$ cat src/design/nss_pkg.sv
// Package for the nearest segment search block: sizes, codes, item types,
// controller states and the command and status groups between controller and datapath.
// Depends on nothing; every other file imports it.
`default_nettype none

package nss_pkg;

  localparam int PT_DEPTH  = 1024;
  localparam int SEG_DEPTH = 1024;
  localparam int PT_AW     = 10;
  localparam int SEG_AW    = 10;
  localparam int COORD_W   = 32;
  localparam int CNT_W     = 11;
  localparam int DIST_W    = 31;
  localparam int BIT_W     = 5;
  localparam int CFG_IDX_W = 2;
  localparam int CFG_W     = 31;
  localparam int SEG_W     = 2 * PT_AW + 1;

  localparam logic [1:0] CMD_POINT   = 2'd0;
  localparam logic [1:0] CMD_SEGMENT = 2'd1;
  localparam logic [1:0] CMD_QUERY   = 2'd2;

  localparam logic [CFG_IDX_W-1:0] CFG_POINTS = 2'd0;
  localparam logic [CFG_IDX_W-1:0] CFG_FACES  = 2'd1;
  localparam logic [CFG_IDX_W-1:0] CFG_CAP    = 2'd2;

  localparam logic [CFG_W-1:0] CAP_RESET = 31'h7FFF_FFFF;
  localparam logic [2:0] WPH_LAST = 3'd4;

  typedef struct packed {
    logic [1:0]                cmd;
    logic [SEG_AW-1:0]         slot;
    logic signed [COORD_W-1:0] coord_x;
    logic signed [COORD_W-1:0] coord_y;
    logic [PT_AW-1:0]          seg_start;
    logic [PT_AW-1:0]          seg_end;
    logic                      seg_valid;
  } in_item_t;

  typedef struct packed {
    logic [SEG_AW-1:0] best_segment;
    logic              found;
    logic              used_fallback;
    logic              degenerate_error;
  } out_item_t;

  typedef enum logic [4:0] {
    ST_IDLE, ST_SEG_RD, ST_SEG_CHK, ST_PT_LD,
    ST_M1, ST_M2, ST_M3, ST_M4, ST_M5, ST_M6, ST_M7, ST_M8,
    ST_WIDE, ST_CSQ, ST_BDSQ, ST_BDL, ST_WIN_CHK,
    ST_TT, ST_TSQ, ST_TL, ST_TRY, ST_WIN, ST_PASS_END, ST_DONE
  } st_t;

  typedef enum logic [3:0] {
    MS_NONE, MS_AXDX, MS_AYDY, MS_DXDX, MS_DYDY, MS_AXDY, MS_AYDX,
    MS_BDBD, MS_TT, MS_LL, MS_LH, MS_HL, MS_HH
  } mul_sel_t;

  typedef enum logic [2:0] {
    ACC_HOLD, ACC_LOAD, ACC_ADD, ACC_SUB, ACC_ADD32, ACC_ADD64
  } acc_op_t;

  typedef enum logic [2:0] {
    SV_NONE, SV_INNER, SV_L2, SV_CROSS, SV_CSQ, SV_WL
  } save_t;

  typedef struct packed {
    logic     accept;
    logic     start;
    logic     rd_seg;
    logic     rd_pt;
    logic     ld_diff;
    logic     set_err;
    logic     idx_inc;
    logic     pass2;
    mul_sel_t mul_sel;
    acc_op_t  acc_op;
    save_t    save;
    logic     bit_init;
    logic     bit_dec;
    logic     try_bit;
    logic     win;
    logic     out_load;
  } ctrl_cmd_t;

  typedef struct packed {
    logic idx_end;
    logic seg_ok;
    logic degen;
    logic foot_bad;
    logic on_end;
    logic bd_zero;
    logic lt;
    logic bit_zero;
    logic hit;
    logic pass2;
    logic need_second;
  } dp_status_t;

endpackage

`default_nettype wire

$ cat src/design/nss_ctrl.sv
// Controller of the nearest segment search: state machine that walks the segments,
// sequences the shared multiplier and drives the item handshakes.
// Depends on nss_pkg.
`default_nettype none

module nss_ctrl import nss_pkg::*; (
  input  wire logic       clk,
  input  wire logic       rst_n,
  input  wire logic       in_valid,
  input  wire logic [1:0] in_cmd,
  output logic            in_stall,
  output logic            out_valid,
  input  wire logic       out_stall,
  input  wire dp_status_t st,
  output ctrl_cmd_t       cmd
);

  st_t        state_r, state_nxt;
  st_t        ret_r, ret_nxt;
  logic [2:0] wph_r, wph_nxt;
  logic       out_valid_r, out_valid_nxt;
  logic       out_free;

  assign out_free  = !out_valid_r || !out_stall;
  assign in_stall  = (state_r != ST_IDLE);
  assign out_valid = out_valid_r;

  always_ff @(posedge clk) begin
    if (!rst_n) begin
      state_r     <= ST_IDLE;
      ret_r       <= ST_IDLE;
      wph_r       <= 3'd0;
      out_valid_r <= 1'b0;
    end else begin
      state_r     <= state_nxt;
      ret_r       <= ret_nxt;
      wph_r       <= wph_nxt;
      out_valid_r <= out_valid_nxt;
    end
  end

  always_comb begin
    state_nxt = state_r;
    ret_nxt   = ret_r;
    wph_nxt   = wph_r;
    case (state_r)
      ST_IDLE: begin
        if (in_valid && in_cmd == CMD_QUERY) state_nxt = ST_SEG_RD;
      end
      ST_SEG_RD:  state_nxt = st.idx_end ? ST_PASS_END : ST_SEG_CHK;
      ST_SEG_CHK: state_nxt = st.seg_ok ? ST_PT_LD : ST_SEG_RD;
      ST_PT_LD:   state_nxt = st.degen ? ST_SEG_RD : ST_M1;
      ST_M1:      state_nxt = ST_M2;
      ST_M2:      state_nxt = ST_M3;
      ST_M3:      state_nxt = ST_M4;
      ST_M4:      state_nxt = ST_M5;
      ST_M5:      state_nxt = ST_M6;
      ST_M6:      state_nxt = ST_M7;
      ST_M7:      state_nxt = ST_M8;
      ST_M8: begin
        if (!st.pass2 && st.foot_bad) begin
          state_nxt = ST_SEG_RD;
        end else if (st.on_end) begin
          state_nxt = st.bd_zero ? ST_SEG_RD : ST_WIN;
        end else begin
          state_nxt = ST_WIDE;
          wph_nxt   = 3'd0;
          ret_nxt   = ST_CSQ;
        end
      end
      ST_WIDE: begin
        if (wph_r == WPH_LAST) state_nxt = ret_r;
        else wph_nxt = wph_r + 3'd1;
      end
      ST_CSQ:  state_nxt = ST_BDSQ;
      ST_BDSQ: state_nxt = ST_BDL;
      ST_BDL: begin
        state_nxt = ST_WIDE;
        wph_nxt   = 3'd0;
        ret_nxt   = ST_WIN_CHK;
      end
      ST_WIN_CHK: state_nxt = st.lt ? ST_TT : ST_SEG_RD;
      ST_TT:      state_nxt = ST_TSQ;
      ST_TSQ:     state_nxt = ST_TL;
      ST_TL: begin
        state_nxt = ST_WIDE;
        wph_nxt   = 3'd0;
        ret_nxt   = ST_TRY;
      end
      ST_TRY: state_nxt = st.bit_zero ? ST_WIN : ST_TT;
      ST_WIN: state_nxt = ST_SEG_RD;
      ST_PASS_END: begin
        if (!st.pass2 && !st.hit && st.need_second) state_nxt = ST_SEG_RD;
        else state_nxt = ST_DONE;
      end
      ST_DONE: begin
        if (out_free) state_nxt = ST_IDLE;
      end
      default: state_nxt = ST_IDLE;
    endcase
  end

  always_comb begin
    cmd = '0;
    cmd.mul_sel = MS_NONE;
    cmd.acc_op  = ACC_HOLD;
    cmd.save    = SV_NONE;
    out_valid_nxt = out_valid_r && out_stall;
    case (state_r)
      ST_IDLE: begin
        cmd.accept = in_valid;
        cmd.start  = in_valid && in_cmd == CMD_QUERY;
      end
      ST_SEG_RD:  cmd.rd_seg = !st.idx_end;
      ST_SEG_CHK: begin
        cmd.idx_inc = !st.seg_ok;
        cmd.rd_pt   = st.seg_ok;
      end
      ST_PT_LD: begin
        cmd.ld_diff = 1'b1;
        cmd.set_err = st.degen;
        cmd.idx_inc = st.degen;
      end
      ST_M1: cmd.mul_sel = MS_AXDX;
      ST_M2: begin
        cmd.mul_sel = MS_AYDY;
        cmd.acc_op  = ACC_LOAD;
      end
      ST_M3: begin
        cmd.mul_sel = MS_DXDX;
        cmd.acc_op  = ACC_ADD;
      end
      ST_M4: begin
        cmd.mul_sel = MS_DYDY;
        cmd.acc_op  = ACC_LOAD;
        cmd.save    = SV_INNER;
      end
      ST_M5: begin
        cmd.mul_sel = MS_AXDY;
        cmd.acc_op  = ACC_ADD;
      end
      ST_M6: begin
        cmd.mul_sel = MS_AYDX;
        cmd.acc_op  = ACC_LOAD;
        cmd.save    = SV_L2;
      end
      ST_M7: cmd.acc_op = ACC_SUB;
      ST_M8: begin
        cmd.save = SV_CROSS;
        if (!st.pass2 && st.foot_bad) cmd.idx_inc = 1'b1;
        else if (st.on_end && st.bd_zero) cmd.idx_inc = 1'b1;
      end
      ST_WIDE: begin
        case (wph_r)
          3'd0: cmd.mul_sel = MS_LL;
          3'd1: begin
            cmd.mul_sel = MS_LH;
            cmd.acc_op  = ACC_LOAD;
          end
          3'd2: begin
            cmd.mul_sel = MS_HL;
            cmd.acc_op  = ACC_ADD32;
          end
          3'd3: begin
            cmd.mul_sel = MS_HH;
            cmd.acc_op  = ACC_ADD32;
          end
          default: cmd.acc_op = ACC_ADD64;
        endcase
      end
      ST_CSQ: begin
        cmd.save    = SV_CSQ;
        cmd.mul_sel = MS_BDBD;
      end
      ST_BDSQ: cmd.acc_op = ACC_LOAD;
      ST_BDL:  cmd.save = SV_WL;
      ST_WIN_CHK: begin
        cmd.idx_inc  = !st.lt;
        cmd.bit_init = st.lt;
      end
      ST_TT:  cmd.mul_sel = MS_TT;
      ST_TSQ: cmd.acc_op = ACC_LOAD;
      ST_TL:  cmd.save = SV_WL;
      ST_TRY: begin
        cmd.try_bit = 1'b1;
        cmd.bit_dec = !st.bit_zero;
      end
      ST_WIN: begin
        cmd.win     = 1'b1;
        cmd.idx_inc = 1'b1;
      end
      ST_PASS_END: cmd.pass2 = !st.pass2 && !st.hit && st.need_second;
      ST_DONE: begin
        cmd.out_load = out_free;
        if (out_free) out_valid_nxt = 1'b1;
      end
      default: cmd.accept = 1'b0;
    endcase
  end

endmodule

`default_nettype wire

$ cat config.mk
export PLATFORM = sky130hd
export DESIGN_NAME = nss_ctrl
export DESIGN_NICKNAME = d
export VERILOG_FILES = /design/src/design/nss_pkg.sv /design/src/design/nss_ctrl.sv
export SDC_FILE = /design/constraint.sdc
export NUM_CORES = 1
export LEC_CHECK = 0
export BUFFER_PORTS_ARGS = -buffer_cell sky130_fd_sc_hd__clkbuf_2
export CORE_MARGIN = 10
export CORE_UTILIZATION = 46
export CTS_BUF_LIST = sky130_fd_sc_hd__clkbuf_16
export DETAILED_ROUTE_END_ITERATION = 10
export HOLD_SLACK_MARGIN = 0.12
export MAX_ROUTING_LAYER = met4
export PLACE_DENSITY = 0.8
export SETUP_SLACK_MARGIN = 0.15
export SLEW_MARGIN = 40
export SYNTH_ARGS = -nofsm -noshare
export SYNTH_HDL_FRONTEND = slang
export SYNTH_SLANG_ARGS = --single-unit
$ cat constraint.sdc
create_clock -name clk -period 1.3 [get_ports clk]
set_input_delay 0.13 -clock clk [delete_from_list [all_inputs] [get_ports clk]]
set_output_delay 0.13 -clock clk [all_outputs]
set_load 0.05 [all_outputs]
==> results of run 1 <==
## logic make-up after synthesis
group                    Yosys count  share of synthesized area [%]
AND/OR/NAND/NOR                   86                           37.2
AO/OA/AOI/OAI                     56                           29.5
flip-flops                        12                           18.0
multiplexers                       2                           1.50
adder cells (fa/ha/maj)            5                           4.68
buffers and inverters             22                           9.17
## metrics by stage
stage               std cells  worst slack (ps)  hold slack (ps)
global placement          301              -273              426
detailed placement        301              -486              444
floorplan                 183              -581              286
## cells in the mapped netlist, drive strengths merged (2+ instances only)
| library cell | count | share of area, % |
|---|---|---|
| nand4 | 4 | 1.9 |
| inv | 8 | 2.2 |
| nor3 | 11 | 4.5 |
| nor3b | 6 | 3.7 |
| nand2b | 2 | 0.94 |
| o211ai | 2 | 1.5 |
| nor2 | 18 | 5.2 |
| nor2b | 9 | 4.6 |
| o32ai | 4 | 2.6 |
| o22ai | 2 | 0.94 |
| dfxtp | 12 | 18 |
| clkbuf | 3 | 0.84 |
| a31oi | 4 | 1.9 |
| a21oi | 13 | 6.0 |
| o21ai | 14 | 5.2 |
| nand3 | 6 | 2.6 |
| buf | 11 | 6.1 |
| nand2 | 13 | 3.6 |
| and3 | 6 | 2.8 |
| mux2i | 2 | 1.5 |
| a32oi | 4 | 2.6 |
| o21a | 2 | 1.1 |
| nor4b | 2 | 1.8 |
| ha | 5 | 4.7 |
==> impl_results.md, run 1 <==
- Register area share after synthesis: 18.0%
- IO buf count: 41
- Post-DP Area: 2620 sq um
- First Err: [ERROR DPL-0038] Utilization greater than 100%, impossible to legalize
- Gp weighted congestion: 1.01
- Die height: 73.9 um
- Clock Sinks: 12
- Synth Warn #: 0
- Netlist cell types: 57
- Post-CTS Resized: 129
- Outcome: stopped before the end
- Cells after synthesis: 183
- Post-Syn Area: 1340 sq um
- CTS Root Cell: clkbuf_16
- Initial Utilization: 48.5%
- FF+latch count, synth: 12
- Post-CTS setup buffer count: 31
- DIE WIDTH: 73.9 um
- Number of synthesized flops with an enable pin: 0
- CTS Hold Bufs: 0
- Max clock buf depth: 2
- Syn Nets: 205
- Failed at: clock tree synthesis (4_1_cts)
- CTS Buf Count: 3
- FFs w/ async S/R, synth: 0%
- Hpwl dp: 6.04 mm
- H-Tree Depth: 1
- Std cell rows: 19
- Ports: 42
- Avg Cell Area, Syn: 7.31 sq um
- Synth Flop Type: dfxtp_1
==> run 2: changes to the inputs <==
==> config.mk (replaced) <==
export PLATFORM = sky130hd
export DESIGN_NAME = nss_ctrl
export DESIGN_NICKNAME = d
export VERILOG_FILES = /design/src/design/nss_pkg.sv /design/src/design/nss_ctrl.sv
export SDC_FILE = /design/constraint.sdc
export NUM_CORES = 1
export LEC_CHECK = 0
export BUFFER_PORTS_ARGS = -buffer_cell sky130_fd_sc_hd__clkbuf_2
export CORE_AREA = 10 10 71 73
export DETAILED_ROUTE_END_ITERATION = 10
export DIE_AREA = 0 0 81 83
export PLACE_DENSITY_LB_ADDON = 0.15
export SLEW_MARGIN = 40
export SYNTH_ARGS = -nofsm -noshare
export SYNTH_HDL_FRONTEND = slang
export SYNTH_SLANG_ARGS = --single-unit
==> constraint.sdc (replaced) <==
create_clock -name clk -period 1.7 [get_ports clk]
set_input_delay 0.17 -clock clk [delete_from_list [all_inputs] [get_ports clk]]
set_output_delay 0.17 -clock clk [all_outputs]
set_load 0.05 [all_outputs]
==> impl_results.md, run 2 <==
- Worst-path clk slew: 60 ps
- TritonRoute pass-1 iters: 4
- Worst R2R Path Depth: 8
- Worst EP required: 1530 ps
- CTS Buf Count: 3 (unchanged)
- Headroom to the max-slew limit: 78.1%
- Die area: 6720 sq um
- Worst Path Class, Setup: reg -> out
- Clock Sinks: 12 (unchanged)
- Synth Flop Type: dfxtp_1
- Setup Total Neg Slack: -592 ps
- Worst IR drop on VDD: 0.850 mV
- Fin area: 2940 sq um
- Hpwl dp: 3.90 mm (-35%)
- Total global-route track usage: 15.2%
- Most frequent cells in the layout: buf_4 (38), buf_12 (19), buf_6 (18)
- Post-Syn Area: 1340 sq um (unchanged)
- Synth area leader: dfxtp_1
- ANT cells: 0
- Final WS setup: -123 ps
- Most frequent cell after synthesis: nor2_1
- Hold Path End: out_valid$_SDFF_PN0_
- WL/cell: 19.6 um
- GR Overflow Total: 0
- DRT Wirelength: 6.38 mm
- Initial DRC Count: 118
- Maxcap violations: 0
- Avg Cell Area, Syn: 7.31 sq um (unchanged)
- Initial Utilization: 36.8% (-12 points)
- Initial antenna violation count: 0
- Regs by FF count: state_r x5, ret_r x3, wph_r x3
- Flop2flop setup slack: 40 ps
- First-pass GRT wire length: 8.67 mm
- Post-DRT Antenna Nets: 0
- Fin. max-slew vios: 0
- Reg-to-reg endpoint: state_r[0]$_SDFFE_PN0P_
- Synth top area cells: dfxtp_1 (18%), nor2_1 (4.8%), ha_1 (4.7%)
- Reg2reg start: state_r[2]$_SDFFE_PN0P_
- Top cells by count, synth: nor2_1 (17), nand2_1 (13), dfxtp_1 (12), a21oi_1 (11), o21ai_0 (11)
- Max FO, Critical Path: 5
- Worst setup SP type: flip-flop
- Max clock buf depth: 2 (unchanged)
- Power Density: 1090 nW/um^2
- RSZ-0062 raised after global routing: yes
- Fin crit share: 107%
- Number of synthesized flops with an enable pin: 0 (unchanged)
- IO buf count: 41 (unchanged)
- Actual slew at the worst max-slew pin: 324 ps
- CTS tree: built
- Cells after synthesis: 183 (unchanged)
- Area Overhead vs Synth: 120%
- Worst hold margin: 222 ps
- Min cycle time layout: 1820 ps
- Most flops, register: state_r
- Final nets: 301
- H-Tree Depth: 1 (unchanged)
- Outcome: complete, but fails checks
- Syn Nets: 205 (unchanged)
- Ports: 42 (unchanged)
- Number of global-route vias before repair: 1795
- Post-synth top area share: 18.0% (unchanged)
- Netlist cell types: 57 (unchanged)
- Pleak: 1.14 nW
- Layout cell share with drive strength beyond 1: 67.6%
- CTS Hold Bufs: 0 (unchanged)
- Synth Warn #: 0 (unchanged)
- Max FFs per register: 5
- Final hold violations: 0
- Pre-CTS setup slack: -49.6 ps (+436 ps)
- Final Skew: 3.49 ps
- Final setup violation count: 11
- Min-delay src: out_stall
- CP endpoint kind: output port
- FF+latch count, synth: 12 (unchanged)
- Post-DR vias/cell: 5.77
- Std cell rows: 22 (+3)
- Commonest non-fill, non-tap cell in the layout: buf_4
- Residual DRC: 0
- F_max: 0.548 GHz
- Die height: 83 um (+12%)
- Hold depth: 3
- FFs w/ async S/R, synth: 0% (unchanged)
- Hold Path Class: in -> reg
- DIE WIDTH: 81 um (+9.6%)
- Worst skew pair latency: 250 ps
- Largest net degree at the start of global routing: 15
- Worst path arrival time: 1650 ps
- Overall Power: 3.19 mW
- Gp weighted congestion: 0.900 (-11%)
- Failing checks: negative setup slack
- Vias: 1881
- Placeable Area: 3630 sq um
- Register area share after synthesis: 18.0% (unchanged)
- Post-DP Area: 2140 sq um (-18%)
- CTS Root Cell: clkbuf_8
- Filler cells: 214
## run 2: cell counts after synthesis
Identical to the previous run, type by type.
## run 2: through the flow
| step | utilization (%) | std cells |
|---|---|---|
| 2_1_floorplan | - | 183 |
| 3_3_place_gp | 58.8 | 291 |
| 3_5_place_dp | 58.8 | 291 |
| 4_1_cts | 69.1 | 305 |
| 5_1_grt | 80.9 | 326 |
| 6_report | 80.9 | 326 |
## run 2: kinds of logic (layout without fill, tap and decap cells)
logic type,after synthesis,count (layout),share of synthesized area [%]
AOI/OAI and AO/OA,56,56,29.5
buffers and inverters,22,117,9.17
DFF,12,12,18.0
adders and majority gates,5,5,4.68
and+or+nand+nor,86,86,37.2
muxes,2,2,1.50
## run 2: layout make-up
class | instances | area (sq um) | area share [%]
clock buffer | 4 | 55.1 | 1.87
multi-input combinational | 149 | 1390 | 47.4
tap | 48 | 60.1 | 2.04
timing repair buffer | 105 | 1130 | 38.3
sequential | 12 | 267 | 9.07
inverter | 8 | 37.5 | 1.28
## run 2: how the worst max path moves through the flow
| stage | cells after the start | from | end | slack [ps] |
|---|---|---|---|---|
| 5_1_grt | 8 | wph_r[0]$_SDFFE_PN0P_ | cmd[8] | -210 |
| 4_1_cts | 8 | wph_r[1]$_SDFFE_PN0P_ | cmd[8] | -160 |
| 6_report | 5 | state_r[4]$_SDFFE_PN0P_ | cmd[16] | -120 |
| 3_3_place_gp | 5 | state_r[3]$_SDFFE_PN0P_ | state_r[3]$_SDFFE_PN0P_ | -20 |
| 3_5_place_dp | 5 | state_r[3]$_SDFFE_PN0P_ | state_r[3]$_SDFFE_PN0P_ | -50 |
| 2_1_floorplan | 4 | state_r[3]$_SDFFE_PN0P_ | cmd[3] | -300 |
## run 2: timing repair
action	in CTS	in global routing
resized for setup	70	67
cloned	0	1
setup buffers	10	20
pin swaps	12	17
endpoints found under the setup margin	25	19
## run 2: critical path, cell delays in order, from the launching register on
cell	delay (ps)
dfxtp_4	380
and2b_2	270
nand3_2	110
o21ai_1	90
or3_4	380
clkbuf_16	180
## run 2: power by group
part,leakage [nW],total (mW),switching [mW],internal (mW)
logic,1.01,2.47,1.29,1.18
registers,0.102,0.400,0.0727,0.327
clock network,0.0288,0.320,0.115,0.205
## run 2: metal layers
metal / track usage [%] / share of wire [%] / up-vias
met4: 5.32 / 2.7 / 0
met3: 2.05 / 6.6 / 14
met1: 18.6 / 40 / 919
li1: - / - / 876
met2: 25.9 / 51 / 72
met5: 0 / 0 / -
Note: power is estimated with default switching activity, not from simulation.
==> run 3: changes to the inputs <==
--- a/config.mk
+++ b/config.mk
@@ -7,9 +7,11 @@
 export LEC_CHECK = 0
 export BUFFER_PORTS_ARGS = -buffer_cell sky130_fd_sc_hd__clkbuf_2
 export CORE_AREA = 10 10 71 73
+export CTS_BUF_LIST = sky130_fd_sc_hd__clkbuf_16
 export DETAILED_ROUTE_END_ITERATION = 10
 export DIE_AREA = 0 0 81 83
 export PLACE_DENSITY_LB_ADDON = 0.15
+export REMOVE_ABC_BUFFERS = 1
 export SLEW_MARGIN = 40
 export SYNTH_ARGS = -nofsm -noshare
 export SYNTH_HDL_FRONTEND = slang
==> impl_results.md, run 3 (synthesized netlist as in run 2, its figures left out) <==
- Finished Layout Cells: 310 (-4.9%)
- Maxcap violations: 0 (unchanged)
- Post-DRT Antenna Nets: 0 (unchanged)
- CTS Buf Count: 3 (unchanged)
- H-Tree Depth: 1 (unchanged)
- Fin. max-slew vios: 0 (unchanged)
- Power Density: 1080 nW/um^2 (-0.33%)
- Final nets: 285 (-5.3%)
- Outcome: complete, but fails checks
- Worst Path Class, Setup: reg -> out
- Largest net degree at the start of global routing: 14 (-1)
- Layout cell share with drive strength beyond 1: 59.9% (-7.7 points)
- Die height: 83 um (unchanged)
- GR Overflow Total: 0 (unchanged)
- Max FO, Critical Path: 7 (+2)
- Final core occ: 70.9% (-10 points)
- Number of global-route vias before repair: 1697 (-5.5%)
- Actual slew at the worst max-slew pin: 365 ps (+41.5 ps)
- Hpwl dp: 3.77 mm (-3.3%)
- Hold Path End: out_valid$_SDFF_PN0_
- TritonRoute pass-1 iters: 4 (unchanged)
- Regs by FF count: state_r x5, ret_r x3, wph_r x3
- CTS Hold Bufs: 0 (unchanged)
- Worst IR drop on VDD: 0.936 mV (+10%)
- Post-DR vias/cell: 5.58 (-3.2%)
- Initial DRC Count: 120 (+1.7%)
- Die area: 6720 sq um (unchanged)
- Max FFs per register: 5 (unchanged)
- First-pass GRT wire length: 8.16 mm (-5.9%)
- Most flops, register: state_r
- Most frequent cells in the layout: buf_4 (37), clkbuf_2 (20), buf_12 (16)
- Gp weighted congestion: 0.871 (-3.2%)
- Final setup violation count: 5 (-6)
- Headroom to the max-slew limit: 75.7% (-2.5 points)
- Residual DRC: 0 (unchanged)
- Final Skew: 2.70 ps (-0.792 ps)
- ANT cells: 0 (unchanged)
- F_max: 0.558 GHz (+1.7%)
- Net switching power figure: 1.26 mW (-15%)
- Max clock buf depth: 2 (unchanged)
- Min cycle time layout: 1790 ps (-29.6 ps)
- Worst-path clk slew: 40 ps (-20 ps)
- RSZ-0062 raised after global routing: yes
- Worst setup SP type: flip-flop
- Fin crit share: 106% (-1.7 points)
- Commonest non-fill, non-tap cell in the layout: buf_4
- Worst path arrival time: 1620 ps (-30 ps)
- Dpl cells: 298 (+2.4%)
- Final hold violations: 0 (unchanged)
- Worst R2R Path Depth: 7 (-1)
- Min-delay src: out_stall
- Setup Total Neg Slack: -389 ps (+204 ps)
- IO buf count: 41 (unchanged)
- Flop2flop setup slack: 170 ps (+130 ps)
- Initial antenna violation count: 0 (unchanged)
- Clk pwr share: 15.4% (+5.4 points)
- Vias: 1731 (-8.0%)
- CTS tree: built
- Clock Sinks: 12 (unchanged)
- Area Overhead vs Synth: 92.5%
- Final WS setup: -93.6 ps (+29.6 ps)
- Total global-route track usage: 14.6% (-0.59 points)
- Sequential power share: 14.7% (+2.2 points)
- DRT Wirelength: 5.12 mm (-20%)
- Hold Path Class: in -> reg
- Gate power share: 70.0% (-7.4 points)
- Pre-CTS setup slack: -74.8 ps (-25.2 ps)
- Std cell rows: 22 (unchanged)
- Reg2reg start: state_r[2]$_SDFFE_PN0P_
- Post-DP Area: 2070 sq um (-3.4%)
- Cell-internal power: 1.53 mW (-11%)
- DIE WIDTH: 81 um (unchanged)
- CP endpoint kind: output port
- Worst skew pair latency: 240 ps (about the same)
- Fin area: 2570 sq um (-12%)
- Worst EP required: 1530 ps (about the same)
- Ports: 42 (unchanged)
- WL/cell: 16.5 um (-16%)
- CTS Root Cell: clkbuf_16
- Failing checks: negative setup slack
- Placeable Area: 3630 sq um (unchanged)
- Reg-to-reg endpoint: state_r[0]$_SDFFE_PN0P_
- Hold depth: 3 (unchanged)
- Pleak: 1.02 nW (-11%)
- Switching Share: 45.1% (-1.1 points)
- Initial Utilization: 36.8% (unchanged)
-- run 3: cell count changes in the layout (fill, tap and decap cells not counted), sizes merged --
cell    before  now
buf         83   66
clkinv       0    1
-- run 3: worst max-delay path by stage --
stage,endpoint,cells past startpoint,from
6_report,cmd[16],6,state_r[2]$_SDFFE_PN0P_
5_1_grt,cmd[11],6,state_r[0]$_SDFFE_PN0P_
4_1_cts,cmd[8],7,wph_r[0]$_SDFFE_PN0P_
3_5_place_dp,cmd[11],5,state_r[0]$_SDFFE_PN0P_
3_3_place_gp,cmd[11],5,state_r[0]$_SDFFE_PN0P_
2_1_floorplan,cmd[16],3,state_r[4]$_SDFFE_PN0P_
-- run 3: power by group through the flow --
stage	Clock, mW	Sequential [mW]	Combinational [mW]
6_report	0.428	0.409	1.95
4_1_cts	0.435	0.397	1.69
5_1_grt	0.453	0.414	2.06
3_5_place_dp	0	0.386	1.53
3_3_place_gp	0	0.383	1.53
2_1_floorplan	0	0.453	0.772
-- run 3: stage by stage --
stage / hold WS (ps) / power (mW)
after floorplan: 287 / 1.23
after global placement: 449 / 1.91
after detailed placement: 449 / 1.92
after CTS: 223 / 2.52
after global routing: 232 / 2.93
final: 231 / 2.79
-- run 3: cell type report --
cell class	instances	area (sq um)
Multi-Input combinational cell	149	1240
Tap cell	48	60.1
Fill cell	292	1060
Timing Repair Buffer	89	896
Inverter	8	37.5
Clock inverter	1	3.75
Sequential cell	12	264
Clock buffer	3	75.1
-- run 3: repair_timing --
item	CTS	global route
gates resized for setup	60	47
endpoints found under the setup margin	21	19
pin swaps	12	16
hold endpoints to repair	0	0
buffers inserted	5	4
-- run 3: metal layers --
| layer | vias up | share of wire [%] | global-route usage, % |
|---|---|---|---|
| met5 | - | 0 | 0 |
| li1 | 845 | - | - |
| met4 | 0 | 0.61 | 2.82 |
| met3 | 4 | 5.6 | 2.91 |
| met2 | 44 | 55 | 26.3 |
| met1 | 838 | 39 | 17.0 |
-- run 3: worst max-delay path: stages (launching register included) --
cell and delay (ps):
dfxtp_2 360, buf_8 140, buf_6 110, nor3b_4 40, and3_4 190, or3_4 390
buf_8 160
